--- src/rtl/crw_pkg.sv ---
package crw_pkg;

  localparam int DataWidth = 32;
  localparam int SegWidth = 16;
  localparam int PeerWidth = 30;
  localparam int DupWidth = 16;
  localparam int AddrWidth = 4;
  localparam int DivSteps = DataWidth;
  localparam int DivCntWidth = $clog2(DivSteps);

  localparam logic [SegWidth-1:0] SegResetValue = 16'd1460;
  localparam logic [DataWidth-1:0] InitWindowReset = 32'd1460;
  localparam logic [DataWidth-1:0] InitThresholdReset = 32'd65535;
  localparam logic [DupWidth-1:0] DupMax = '1;
  localparam logic [DupWidth-1:0] DupFastRetransmit = 16'd3;

  typedef enum logic [1:0] {
    OP_NEW_ACK = 2'd0,
    OP_DUP_ACK = 2'd1,
    OP_TIMEOUT = 2'd2,
    OP_START   = 2'd3
  } crw_op_t;

  typedef enum logic [1:0] {
    REG_SEGMENT_SIZE      = 2'd0,
    REG_INITIAL_WINDOW    = 2'd1,
    REG_INITIAL_THRESHOLD = 2'd2
  } crw_reg_t;

  typedef enum logic [2:0] {
    ST_IDLE,
    ST_MUL,
    ST_LOAD,
    ST_DIV,
    ST_FINISH
  } crw_state_t;

  typedef struct packed {
    crw_op_t                operation;
    logic [PeerWidth-1:0]   peer_window;
  } crw_req_t;

  typedef struct packed {
    logic [DataWidth-1:0]   congestion_window;
    logic [DataWidth-1:0]   slow_start_threshold;
    logic                   retransmit_one;
    logic                   retransmit_all;
    logic                   restart_timer;
    logic                   try_send;
    logic [DupWidth-1:0]    duplicate_count;
  } crw_res_t;

  typedef struct packed {
    logic [SegWidth-1:0]    segment_size;
    logic [DataWidth-1:0]   initial_window;
    logic [DataWidth-1:0]   initial_threshold;
  } crw_cfg_t;

  function automatic logic [DataWidth-1:0] sat_add(input logic [DataWidth-1:0] a,
                                                   input logic [DataWidth-1:0] b);
    logic [DataWidth:0] s;
    s = {1'b0, a} + {1'b0, b};
    return s[DataWidth] ? {DataWidth{1'b1}} : s[DataWidth-1:0];
  endfunction

endpackage

--- src/rtl/crw_regs.sv ---
module crw_regs (
  input  logic                            clk,
  input  logic                            rst,
  input  logic                            psel,
  input  logic                            penable,
  input  logic                            pwrite,
  input  logic [crw_pkg::AddrWidth-1:0]   paddr,
  input  logic [crw_pkg::DataWidth-1:0]   pwdata,
  output logic [crw_pkg::DataWidth-1:0]   prdata,
  output logic                            pready,
  output crw_pkg::crw_cfg_t               cfg
);

  logic              wr_en;
  crw_pkg::crw_reg_t reg_sel;

  assign pready  = 1'b1;
  assign wr_en   = psel && penable && pwrite;
  assign reg_sel = crw_pkg::crw_reg_t'(paddr[3:2]);

  always_ff @(posedge clk) begin
    if (rst) begin
      cfg.segment_size      <= crw_pkg::SegResetValue;
      cfg.initial_window    <= crw_pkg::InitWindowReset;
      cfg.initial_threshold <= crw_pkg::InitThresholdReset;
    end else if (wr_en) begin
      case (reg_sel)
        crw_pkg::REG_SEGMENT_SIZE:      cfg.segment_size <= pwdata[crw_pkg::SegWidth-1:0];
        crw_pkg::REG_INITIAL_WINDOW:    cfg.initial_window <= pwdata;
        crw_pkg::REG_INITIAL_THRESHOLD: cfg.initial_threshold <= pwdata;
        default: ;
      endcase
    end
  end

  always_comb begin
    unique case (reg_sel)
      crw_pkg::REG_SEGMENT_SIZE:
        prdata = {{(crw_pkg::DataWidth-crw_pkg::SegWidth){1'b0}}, cfg.segment_size};
      crw_pkg::REG_INITIAL_WINDOW:    prdata = cfg.initial_window;
      crw_pkg::REG_INITIAL_THRESHOLD: prdata = cfg.initial_threshold;
      default:                        prdata = '0;
    endcase
  end

endmodule

--- src/rtl/crw_div.sv ---
module crw_div (
  input  logic                          clk,
  input  logic                          rst,
  input  logic                          start,
  input  logic [crw_pkg::DataWidth-1:0] dividend,
  input  logic [crw_pkg::DataWidth-1:0] divisor,
  output logic                          busy,
  output logic [crw_pkg::DataWidth-1:0] quotient
);

  logic [crw_pkg::DataWidth-1:0]   rem;
  logic [crw_pkg::DataWidth-1:0]   dvs;
  logic [crw_pkg::DivCntWidth-1:0] cnt;
  logic [crw_pkg::DataWidth:0]     trial;

  // restoring divide, one quotient bit per cycle through one subtractor
  assign trial = {rem, quotient[crw_pkg::DataWidth-1]} - {1'b0, dvs};

  always_ff @(posedge clk) begin
    if (rst) begin
      busy <= 1'b0;
      cnt  <= '0;
    end else if (start) begin
      busy <= 1'b1;
      cnt  <= '0;
    end else if (busy) begin
      cnt <= cnt + 1'b1;
      if (cnt == crw_pkg::DivCntWidth'(crw_pkg::DivSteps - 1)) begin
        busy <= 1'b0;
      end
    end
  end

  always_ff @(posedge clk) begin
    if (start) begin
      rem      <= '0;
      dvs      <= divisor;
      quotient <= dividend;
    end else if (busy) begin
      if (!trial[crw_pkg::DataWidth]) begin
        rem      <= trial[crw_pkg::DataWidth-1:0];
        quotient <= {quotient[crw_pkg::DataWidth-2:0], 1'b1};
      end else begin
        rem      <= {rem[crw_pkg::DataWidth-2:0], quotient[crw_pkg::DataWidth-1]};
        quotient <= {quotient[crw_pkg::DataWidth-2:0], 1'b0};
      end
    end
  end

endmodule

--- src/rtl/tcp_reno_congestion_window.sv ---
// Start, timeout, duplicate ACK and new ACK outside congestion avoidance go from
//   ST_IDLE to ST_FINISH and register a result there once the result slot is free.
// A congestion avoidance new ACK goes through ST_MUL (multiply), ST_LOAD, a 32-step
//   single bit-serial divider in ST_DIV with a done check, then ST_FINISH.
// Requests are taken one at a time, only in ST_IDLE; a held result stalls the next one.
// Reset: synchronous; registers back to 1460/1460/65535, window 1460,
//   threshold 65535, duplicate count 0, no result pending.
module tcp_reno_congestion_window (
  input  logic                            clk,
  input  logic                            rst,
  input  logic                            req_valid,
  output logic                            req_ready,
  input  crw_pkg::crw_req_t               req,
  output logic                            res_valid,
  input  logic                            res_ready,
  output crw_pkg::crw_res_t               res,
  input  logic                            psel,
  input  logic                            penable,
  input  logic                            pwrite,
  input  logic [crw_pkg::AddrWidth-1:0]   paddr,
  input  logic [crw_pkg::DataWidth-1:0]   pwdata,
  output logic [crw_pkg::DataWidth-1:0]   prdata,
  output logic                            pready
);

  localparam int DW = crw_pkg::DataWidth;
  localparam int SW = crw_pkg::SegWidth;

  crw_pkg::crw_cfg_t   cfg;
  crw_pkg::crw_state_t state, state_next;
  crw_pkg::crw_req_t   cur;

  logic [DW-1:0] window, window_next;
  logic [DW-1:0] threshold, threshold_next;
  logic [crw_pkg::DupWidth-1:0] dup_count, dup_next, dup_inc;
  logic [DW-1:0] sq;
  logic [DW-1:0] divisor;
  logic [DW-1:0] quotient;
  logic [DW-1:0] incr;
  logic [DW-1:0] seg_ext, seg_x2, seg_x3;
  logic [DW-1:0] flight, half, thr_calc;
  logic          div_busy;
  logic          accept, needs_div, commit, div_start, mul_en, slot_free;
  logic          r_one, r_all, r_timer, r_send;

  crw_regs u_regs (
    .clk     (clk),
    .rst     (rst),
    .psel    (psel),
    .penable (penable),
    .pwrite  (pwrite),
    .paddr   (paddr),
    .pwdata  (pwdata),
    .prdata  (prdata),
    .pready  (pready),
    .cfg     (cfg)
  );

  assign divisor = (window == '0) ? DW'(1) : window;

  crw_div u_div (
    .clk      (clk),
    .rst      (rst),
    .start    (div_start),
    .dividend (sq),
    .divisor  (divisor),
    .busy     (div_busy),
    .quotient (quotient)
  );

  assign accept    = req_valid && req_ready;
  assign slot_free = !res_valid || res_ready;
  assign needs_div = (req.operation == crw_pkg::OP_NEW_ACK) &&
                     (dup_count < crw_pkg::DupFastRetransmit) && !(window < threshold);

  always_comb begin
    state_next = state;
    unique case (state)
      crw_pkg::ST_IDLE:   if (req_valid) state_next = needs_div ? crw_pkg::ST_MUL
                                                              : crw_pkg::ST_FINISH;
      crw_pkg::ST_MUL:    state_next = crw_pkg::ST_LOAD;
      crw_pkg::ST_LOAD:   state_next = crw_pkg::ST_DIV;
      crw_pkg::ST_DIV:    if (!div_busy) state_next = crw_pkg::ST_FINISH;
      crw_pkg::ST_FINISH: if (slot_free) state_next = crw_pkg::ST_IDLE;
      default:            state_next = crw_pkg::ST_IDLE;
    endcase
  end

  always_comb begin
    req_ready = 1'b0;
    mul_en    = 1'b0;
    div_start = 1'b0;
    commit    = 1'b0;
    unique case (state)
      crw_pkg::ST_IDLE:   req_ready = 1'b1;
      crw_pkg::ST_MUL:    mul_en = 1'b1;
      crw_pkg::ST_LOAD:   div_start = 1'b1;
      crw_pkg::ST_DIV:    ;
      crw_pkg::ST_FINISH: commit = slot_free;
      default:            ;
    endcase
  end

  always_ff @(posedge clk) begin
    if (rst) begin
      state <= crw_pkg::ST_IDLE;
    end else begin
      state <= state_next;
    end
  end

  always_ff @(posedge clk) begin
    if (accept) begin
      cur <= req;
    end
    if (mul_en) begin
      sq <= {{(DW-SW){1'b0}}, cfg.segment_size} * {{(DW-SW){1'b0}}, cfg.segment_size};
    end
  end

  assign seg_ext  = {{(DW-SW){1'b0}}, cfg.segment_size};
  assign seg_x2   = {{(DW-SW-1){1'b0}}, cfg.segment_size, 1'b0};
  assign seg_x3   = seg_ext + seg_x2;
  assign flight   = (window < {2'b00, cur.peer_window}) ? window : {2'b00, cur.peer_window};
  assign half     = {1'b0, flight[DW-1:1]};
  assign thr_calc = (half > seg_x2) ? half : seg_x2;
  assign incr     = (quotient == '0) ? DW'(1) : quotient;
  assign dup_inc  = (dup_count == crw_pkg::DupMax) ? dup_count : dup_count + 1'b1;

  always_comb begin
    window_next    = window;
    threshold_next = threshold;
    dup_next       = dup_count;
    r_one          = 1'b0;
    r_all          = 1'b0;
    r_timer        = 1'b0;
    r_send         = 1'b0;
    case (cur.operation)
      crw_pkg::OP_NEW_ACK: begin
        if (dup_count >= crw_pkg::DupFastRetransmit) begin
          window_next = threshold;
        end else if (window < threshold) begin
          window_next = crw_pkg::sat_add(window, seg_ext);
        end else begin
          window_next = crw_pkg::sat_add(window, incr);
        end
        dup_next = '0;
        r_send   = 1'b1;
      end
      crw_pkg::OP_DUP_ACK: begin
        dup_next = dup_inc;
        if (dup_inc == crw_pkg::DupFastRetransmit) begin
          threshold_next = thr_calc;
          window_next    = crw_pkg::sat_add(thr_calc, seg_x3);
          r_one          = 1'b1;
          r_timer        = 1'b1;
        end else if (dup_inc > crw_pkg::DupFastRetransmit) begin
          window_next = crw_pkg::sat_add(window, seg_ext);
          r_send      = 1'b1;
        end
      end
      crw_pkg::OP_TIMEOUT: begin
        threshold_next = thr_calc;
        window_next    = seg_ext;
        dup_next       = '0;
        r_all          = 1'b1;
      end
      default: begin
        window_next    = cfg.initial_window;
        threshold_next = cfg.initial_threshold;
        dup_next       = '0;
      end
    endcase
  end

  always_ff @(posedge clk) begin
    if (rst) begin
      window    <= crw_pkg::InitWindowReset;
      threshold <= crw_pkg::InitThresholdReset;
      dup_count <= '0;
      res_valid <= 1'b0;
    end else begin
      if (commit) begin
        window    <= window_next;
        threshold <= threshold_next;
        dup_count <= dup_next;
        res_valid <= 1'b1;
      end else if (res_ready) begin
        res_valid <= 1'b0;
      end
    end
  end

  always_ff @(posedge clk) begin
    if (commit) begin
      res.congestion_window    <= window_next;
      res.slow_start_threshold <= threshold_next;
      res.retransmit_one       <= r_one;
      res.retransmit_all       <= r_all;
      res.restart_timer        <= r_timer;
      res.try_send             <= r_send;
      res.duplicate_count      <= dup_next;
    end
  end

endmodule

--- config.mk ---
export PLATFORM = sky130hd
export DESIGN_NAME = tcp_reno_congestion_window
export DESIGN_NICKNAME = d
export VERILOG_FILES = /design/src/rtl/crw_pkg.sv /design/src/rtl/crw_regs.sv /design/src/rtl/crw_div.sv /design/src/rtl/tcp_reno_congestion_window.sv
export SDC_FILE = /design/constraint.sdc
export NUM_CORES = 2
export LEC_CHECK = 0
export BUFFER_PORTS_ARGS = -buffer_cell sky130_fd_sc_hd__buf_2
export CAP_MARGIN = 20
export CORE_ASPECT_RATIO = 0.75
export CORE_MARGIN = 2
export CORE_UTILIZATION = 31
export DETAILED_ROUTE_END_ITERATION = 16
export SLEW_MARGIN = 20
export SYNTH_ARGS = -nofsm -noshare
export SYNTH_HDL_FRONTEND = slang
export SYNTH_SLANG_ARGS = --single-unit
--- constraint.sdc ---
create_clock -name clk -period 8.7 [get_ports clk]
set_input_delay 0.87 -clock clk [delete_from_list [all_inputs] [get_ports clk]]
set_output_delay 0.87 -clock clk [all_outputs]
set_load 0.1 [all_outputs]
Word level (Yosys, flattened, before mapping):

Index checks and enable logic that the tools add are counted.

* output and inout bits: 119
* logic and storage cells: 110
* register bits: 413
* input port bits: 75

* multipliers: 1
* equality and inequality tests: 14
* $add $sub $neg: 7
* $lt $le $gt $ge: 6
* mux-type cells: 39
* reduce and logical (&&, ||, !) cells: 21

Operators by type and width (count)
* $mux 32: 13
* $pmux 32 s3: 3
* $logic_not 32->1: 2
* $add 32x16->33: 1
* $add 32x32->33: 1
* $sub 33x32->33: 1
* $add 31x18->32: 1
* $lt 32x30->1: 1
* $lt 32x32->1: 1
* $mul 16x16->32: 1
* $mux 16: 2
* $gt 31x17->1: 1
* $mux 31: 1
* $add 16x17->18: 1
* $add 16x1->16 const B: 1
* $eq 16x16->1 const B: 1
* $eq 16x2->1 const B: 1
* $ge 16x2->1 const B: 1
* $gt 16x2->1 const B: 1
* $lt 16x2->1 const B: 1
* $pmux 3 s5: 1
* $mux 1: 14
* $mux 3: 4
* $eq 3x2->1 const B: 2
* 17 further kinds: 31

Logic depth before layout (Yosys ltp):

* depth after elaboration: 8
* depth in mapped cells: 41
* mapped depth without buffers: 36

By module:

A second synthesis with hierarchy kept.

* cells, all modules: 3926
* area, all modules: 34947.3 µm²

Modules (own cells, without submodules)
* tcp_reno_congestion_window: area an instance 25385.6 µm², times used 1, cells each 2951
* crw_div: area an instance 5826.8 µm², times used 1, cells each 588
* crw_regs: area an instance 3734.8 µm², times used 1, cells each 387

Worst setup path before layout:

No wires, ideal clock.

* path kind: reg2reg
* start point: register window[7]
* end point: register window[23]
* stages on the path, launching flop included: 39
* buffers on the path: 5
* library setup time: 0.277 ns
* arrival time: 8.132 ns
* slack: 0.290 ns
* path through: dfxtp_1 > ha_1 > and4_1 > o21ai_0 > o2111ai_1 > a31oi_1 > o31ai_2 > a21o_1 > buf_2 > buf_2 > mux2_2 > ha_1 > o21a_1 > o21ai_0 > nand2b_1 > a211oi_1 > o311a_1 > a31oi_1 > (+3 left out) > clkbuf_1 > o21ai_0 > fa_1 > inv_1 > ha_1 > inv_1 > fa_1 > nor2b_1 > o31a_1 > o2111ai_1 > a21oi_1 > o21a_1 > o211ai_1 > a22oi_1 > or4bb_1 > xor2_1 > o211ai_1 > a31oi_1

* cells in the longest elaborated chain, start to end: 8
* elaborated cells between the ends (all ways): 16

Ends and longest elaborated chain
* start: declaration: RTL line tcp_reno_congestion_window.sv:33 `logic [DW-1:0] window, window_next;`
* start signal: assignment: RTL line tcp_reno_congestion_window.sv:178 `window <= crw_pkg::InitWindowReset;`
* start signal: assignment: RTL line tcp_reno_congestion_window.sv:184 `window <= window_next;`
* $lt 32x30->1: RTL line tcp_reno_congestion_window.sv:124 `assign flight = (window < {2'b00, cur.peer_window}) ? window : {2'b00, cur.peer_window};`
* $mux 32: RTL line tcp_reno_congestion_window.sv:124
* $gt 31x17->1: RTL line tcp_reno_congestion_window.sv:126 `assign thr_calc = (half > seg_x2) ? half : seg_x2;`
* $mux 31: RTL line tcp_reno_congestion_window.sv:126
* $add 31x18->32: RTL line crw_pkg.sv:62 `s = {1'b0, a} + {1'b0, b};`
* $mux 32: RTL line crw_pkg.sv:63 `return s[DataWidth] ? {DataWidth{1'b1}} : s[DataWidth-1:0];`
* $mux 32: RTL line tcp_reno_congestion_window.sv:152 `if (dup_inc == crw_pkg::DupFastRetransmit) begin`
* $pmux 32 s3 *: RTL line tcp_reno_congestion_window.sv:138 `case (cur.operation)`

Every way passes the cells marked *; elsewhere a longest branch is shown, timed or not.
A chain may end at the register's enable or synchronous reset.

Worst setup path after layout:

* start point: register cur[25] (netlist bit)
* end point: register res[75] (netlist bit) (data pin)

* cells in the longest elaborated chain, start to end: 8

Ends and longest elaborated chain
* start: declaration: RTL line tcp_reno_congestion_window.sv:31 `crw_pkg::crw_req_t cur;`
* start signal: assignment: RTL line tcp_reno_congestion_window.sv:114 `cur <= req;`
* $lt 32x30->1: RTL line tcp_reno_congestion_window.sv:124
* $mux 32 *: RTL line tcp_reno_congestion_window.sv:124
* $gt 31x17->1: RTL line tcp_reno_congestion_window.sv:126
* $mux 31 *: RTL line tcp_reno_congestion_window.sv:126
* $add 31x18->32 *: RTL line crw_pkg.sv:62
* $mux 32 *: RTL line crw_pkg.sv:63
* $mux 32 *: RTL line tcp_reno_congestion_window.sv:152
* $pmux 32 s3 *: RTL line tcp_reno_congestion_window.sv:138
* via window_next[23]: RTL line tcp_reno_congestion_window.sv:33
* end: declaration: RTL line tcp_reno_congestion_window.sv:16 `output crw_pkg::crw_res_t res,`

The timed path passes the listed nets; every way through them passes the cells marked *.

==> results.tsv <==
metric	value	unit
arrival	8520	ps
clk_latency	600	ps
grt_max_degree	97	
synth_fp_nets	4460	
drive_above_1_share	11.3	%
slowest_delay	520	ps
fin_area	38300	µm²
maxCapViolCount	0	
drc_errors	0	
drt-total-wl	126000	µm
ys_seq_area_share	30.3	%
io_buffers	190	
fmax	122	MHz
ir_worst_vdd	168	µV
grt_pass1_wl	187000	µm
clockBufferDepth	3	
status	complete, no violations	
worst_slew_pin_slew	1120	ps
worstHoldStart	req[9]	
syn_to_final_growth	12.3	%
finalClockSkew	23.6	ps
synth_mux_area_share	3.09	%
synth-compound-area-share	19.4	%
r2r-start	cur[25]	
root_buffer	clkbuf_16	
overflow	0	
initial_core_util	31.2	%
placed_area	36700	µm²
die_x	387	µm
cp-end-kind	flip-flop	
maxSlewHeadroom	25.0	%
r2r-end	res[75]	
place_hpwl	96500	µm
setup.worst_path.class	flip-flop to flip-flop	
tns	0	ps
postSynthCellCount	3924	
io_pins	194	
synthXorXnorAreaFrac	3.59	%
worstRegToRegCells	36	
power_density	346	nW/µm²
synth_ff_type	edfxtp_1	
ant_nets	0	
maxSlewViolCount	0	
die_area	113000	µm²
synthAdderAreaFrac	20.9	%
setup_viol	0	
antenna_found_initial	13	
clock_sinks	412	
syn_area_per_cell	8.70	µm²
fin_cells	5485	
cts_buffers	48	
grt_pass1_vias	28800	
htreeDepth	2	
yosysUniqueCellTypes	95	
dp_cells	5389	
async_flop_share	0	%
post-route-period-util	94.0	%
crit_fanout	16	
gp_congestion	0.980	
vias	30800	
synth_top_family_by_area	adder cells	
min_period	8180	ps
fp-row-count	105	
drt_iter0_drc	3523	
core_area	109000	µm²
dr.pass1.iters	6	
netlist_area	34100	µm²
cp.required	9040	ps
min_to	cur[9]	
grt_setup_unrepaired	false	
cpMaxStageDelayCell	or4bb_1	
synthSimpleGateAreaFrac	15.2	%
p_leak	17.2	nW
clkTransAtPathRegs	70	ps
hold_viol_final	0	
nNetsFinal	4534	
hold_path_class	primary input to flip-flop	
r2r_slack	520	ps
wire_per_inst	23.0	µm
ys_ff_latch	412	
synth_edf_count	210	
yosysWarnings	0	
hold_depth	1	
fp.dieH	291	µm
tritoncts	done	
worstSetupStartpointType	flip-flop	
grtUsageTotal	21.7	%
via_per_inst	5.62	
-- cells in the final DEF (no fill, tap or decap), drive strengths merged, types with 48 or more instances in the layout --
master / Yosys / layout
xor2: 48 / 48
inv: 375 / 376
xnor2: 92 / 92
nor2: 226 / 226
a21oi: 286 / 286
ha: 278 / 278
edfxtp: 210 / 210
nand3: 91 / 91
nand2: 513 / 513
nor3: 59 / 59
buf: 37 / 307
dfxtp: 202 / 202
o211ai: 67 / 67
mux2i: 83 / 83
o21ai: 199 / 199
clkbuf: 246 / 63
fa: 183 / 183
a21o: 97 / 97
-- synth_stat cells, drive strengths merged, types with 27 or more instances --
master | instances | area [µm²]
a211oi | 27 | 203
a21o | 97 | 728
a21oi | 286 | 1450
a31oi | 45 | 282
and3 | 38 | 248
buf | 37 | 191
clkbuf | 246 | 925
dfxtp | 202 | 4040
edfxtp | 210 | 6310
fa | 183 | 3660
ha | 278 | 3480
inv | 375 | 1410
mux2i | 83 | 831
nand2 | 513 | 1930
nand2b | 30 | 188
nand3 | 91 | 455
nand4 | 47 | 294
nor2 | 226 | 853
nor3 | 59 | 295
o211ai | 67 | 503
o21a | 35 | 263
o21ai | 199 | 1000
o221ai | 27 | 236
xnor2 | 92 | 806
xor2 | 48 | 420
-- layout make-up --
| type | instances | area, µm² |
|---|---|---|
| Antenna cell | 5 | 12.5 |
| Clock buffer | 63 | 1300 |
| Clock inverter | 25 | 292 |
| Fill cell | 11400 | 71000 |
| Inverter | 379 | 1430 |
| Multi-Input combinational cell | 2850 | 21300 |
| Sequential cell | 412 | 10400 |
| Tap cell | 1444 | 1810 |
| Timing Repair Buffer | 307 | 1830 |
-- sequential cells by signal, indices dropped and copies added, names as in the netlist --
name,flops
u_div.dvs,32
res_valid,1
u_div.quotient,32
res,83
cur,32
u_div.busy,1
sq,31
window,32
u_div.rem,32
threshold,32
u_div.cnt,5
u_regs.cfg,80
state,3
dup_count,16
-- metal layers --
| metal | wire length (µm) | track usage (%) |
|---|---|---|
| met1 | 55900 | 31.9 |
| met2 | 51500 | 30.9 |
| met3 | 15600 | 6.12 |
| met4 | 3100 | 5.32 |
| met5 | 56 | 0 |
-- worst max-delay path by stage --
stage               cells after the start         end  startpoint
floorplan                              38  window[23]   window[7]
global placement                       36     res[75]      cur[2]
detailed placement                     36     res[75]      cur[2]
CTS                                    36     res[75]      cur[2]
global route                           36     res[75]     cur[25]
finish                                 36     res[75]     cur[25]
-- cells by family after synthesis --
family | after synthesis
simple gates | 1138
compound gates | 1008
buf+inv | 662
fa+ha+maj | 461
flops | 412
xor+xnor | 140
mux | 102
other cells | 1
-- what timing repair did --
action,CTS,global route
resized for setup,0,7
buffers inserted,0,3
endpoints found under the setup margin,0,9
hold buffers,0,0
endpoints found under the hold margin,0,0
-- critical path, delay by kind of cell, from the launching register on --
family,cells,cell delay (ps)
XOR/XNOR,1,160
AND/OR/NAND/NOR,4,850
AO/OA/AOI/OAI,20,3810
flip-flops,1,440
buffers and inverters,5,610
adder cells (fa/ha/maj),5,1730
multiplexers,1,310
-- stage by stage --
stage          total power, mW  setup WS (ps)  util (%)  hold WS [ps]
6_report                  13.3            521      35.1           459
5_1_grt                   14.1           14.2      35.1           447
4_1_cts                   13.1            182      35.0           434
3_5_place_dp              10.9            190      33.6           474
3_3_place_gp              10.9            320      33.6           464
2_1_floorplan             8.75            290         -           444
-- power breakdown --
group	leakage [nW]	total (mW)	internal [mW]	switching, mW
combinational	12.8	8.29	2.70	5.59
sequential	3.59	2.89	2.61	0.278
clock	0.758	2.10	1.23	0.875
total	17.2	13.3	6.54	6.75
Power figures use the tool's default switching activity.
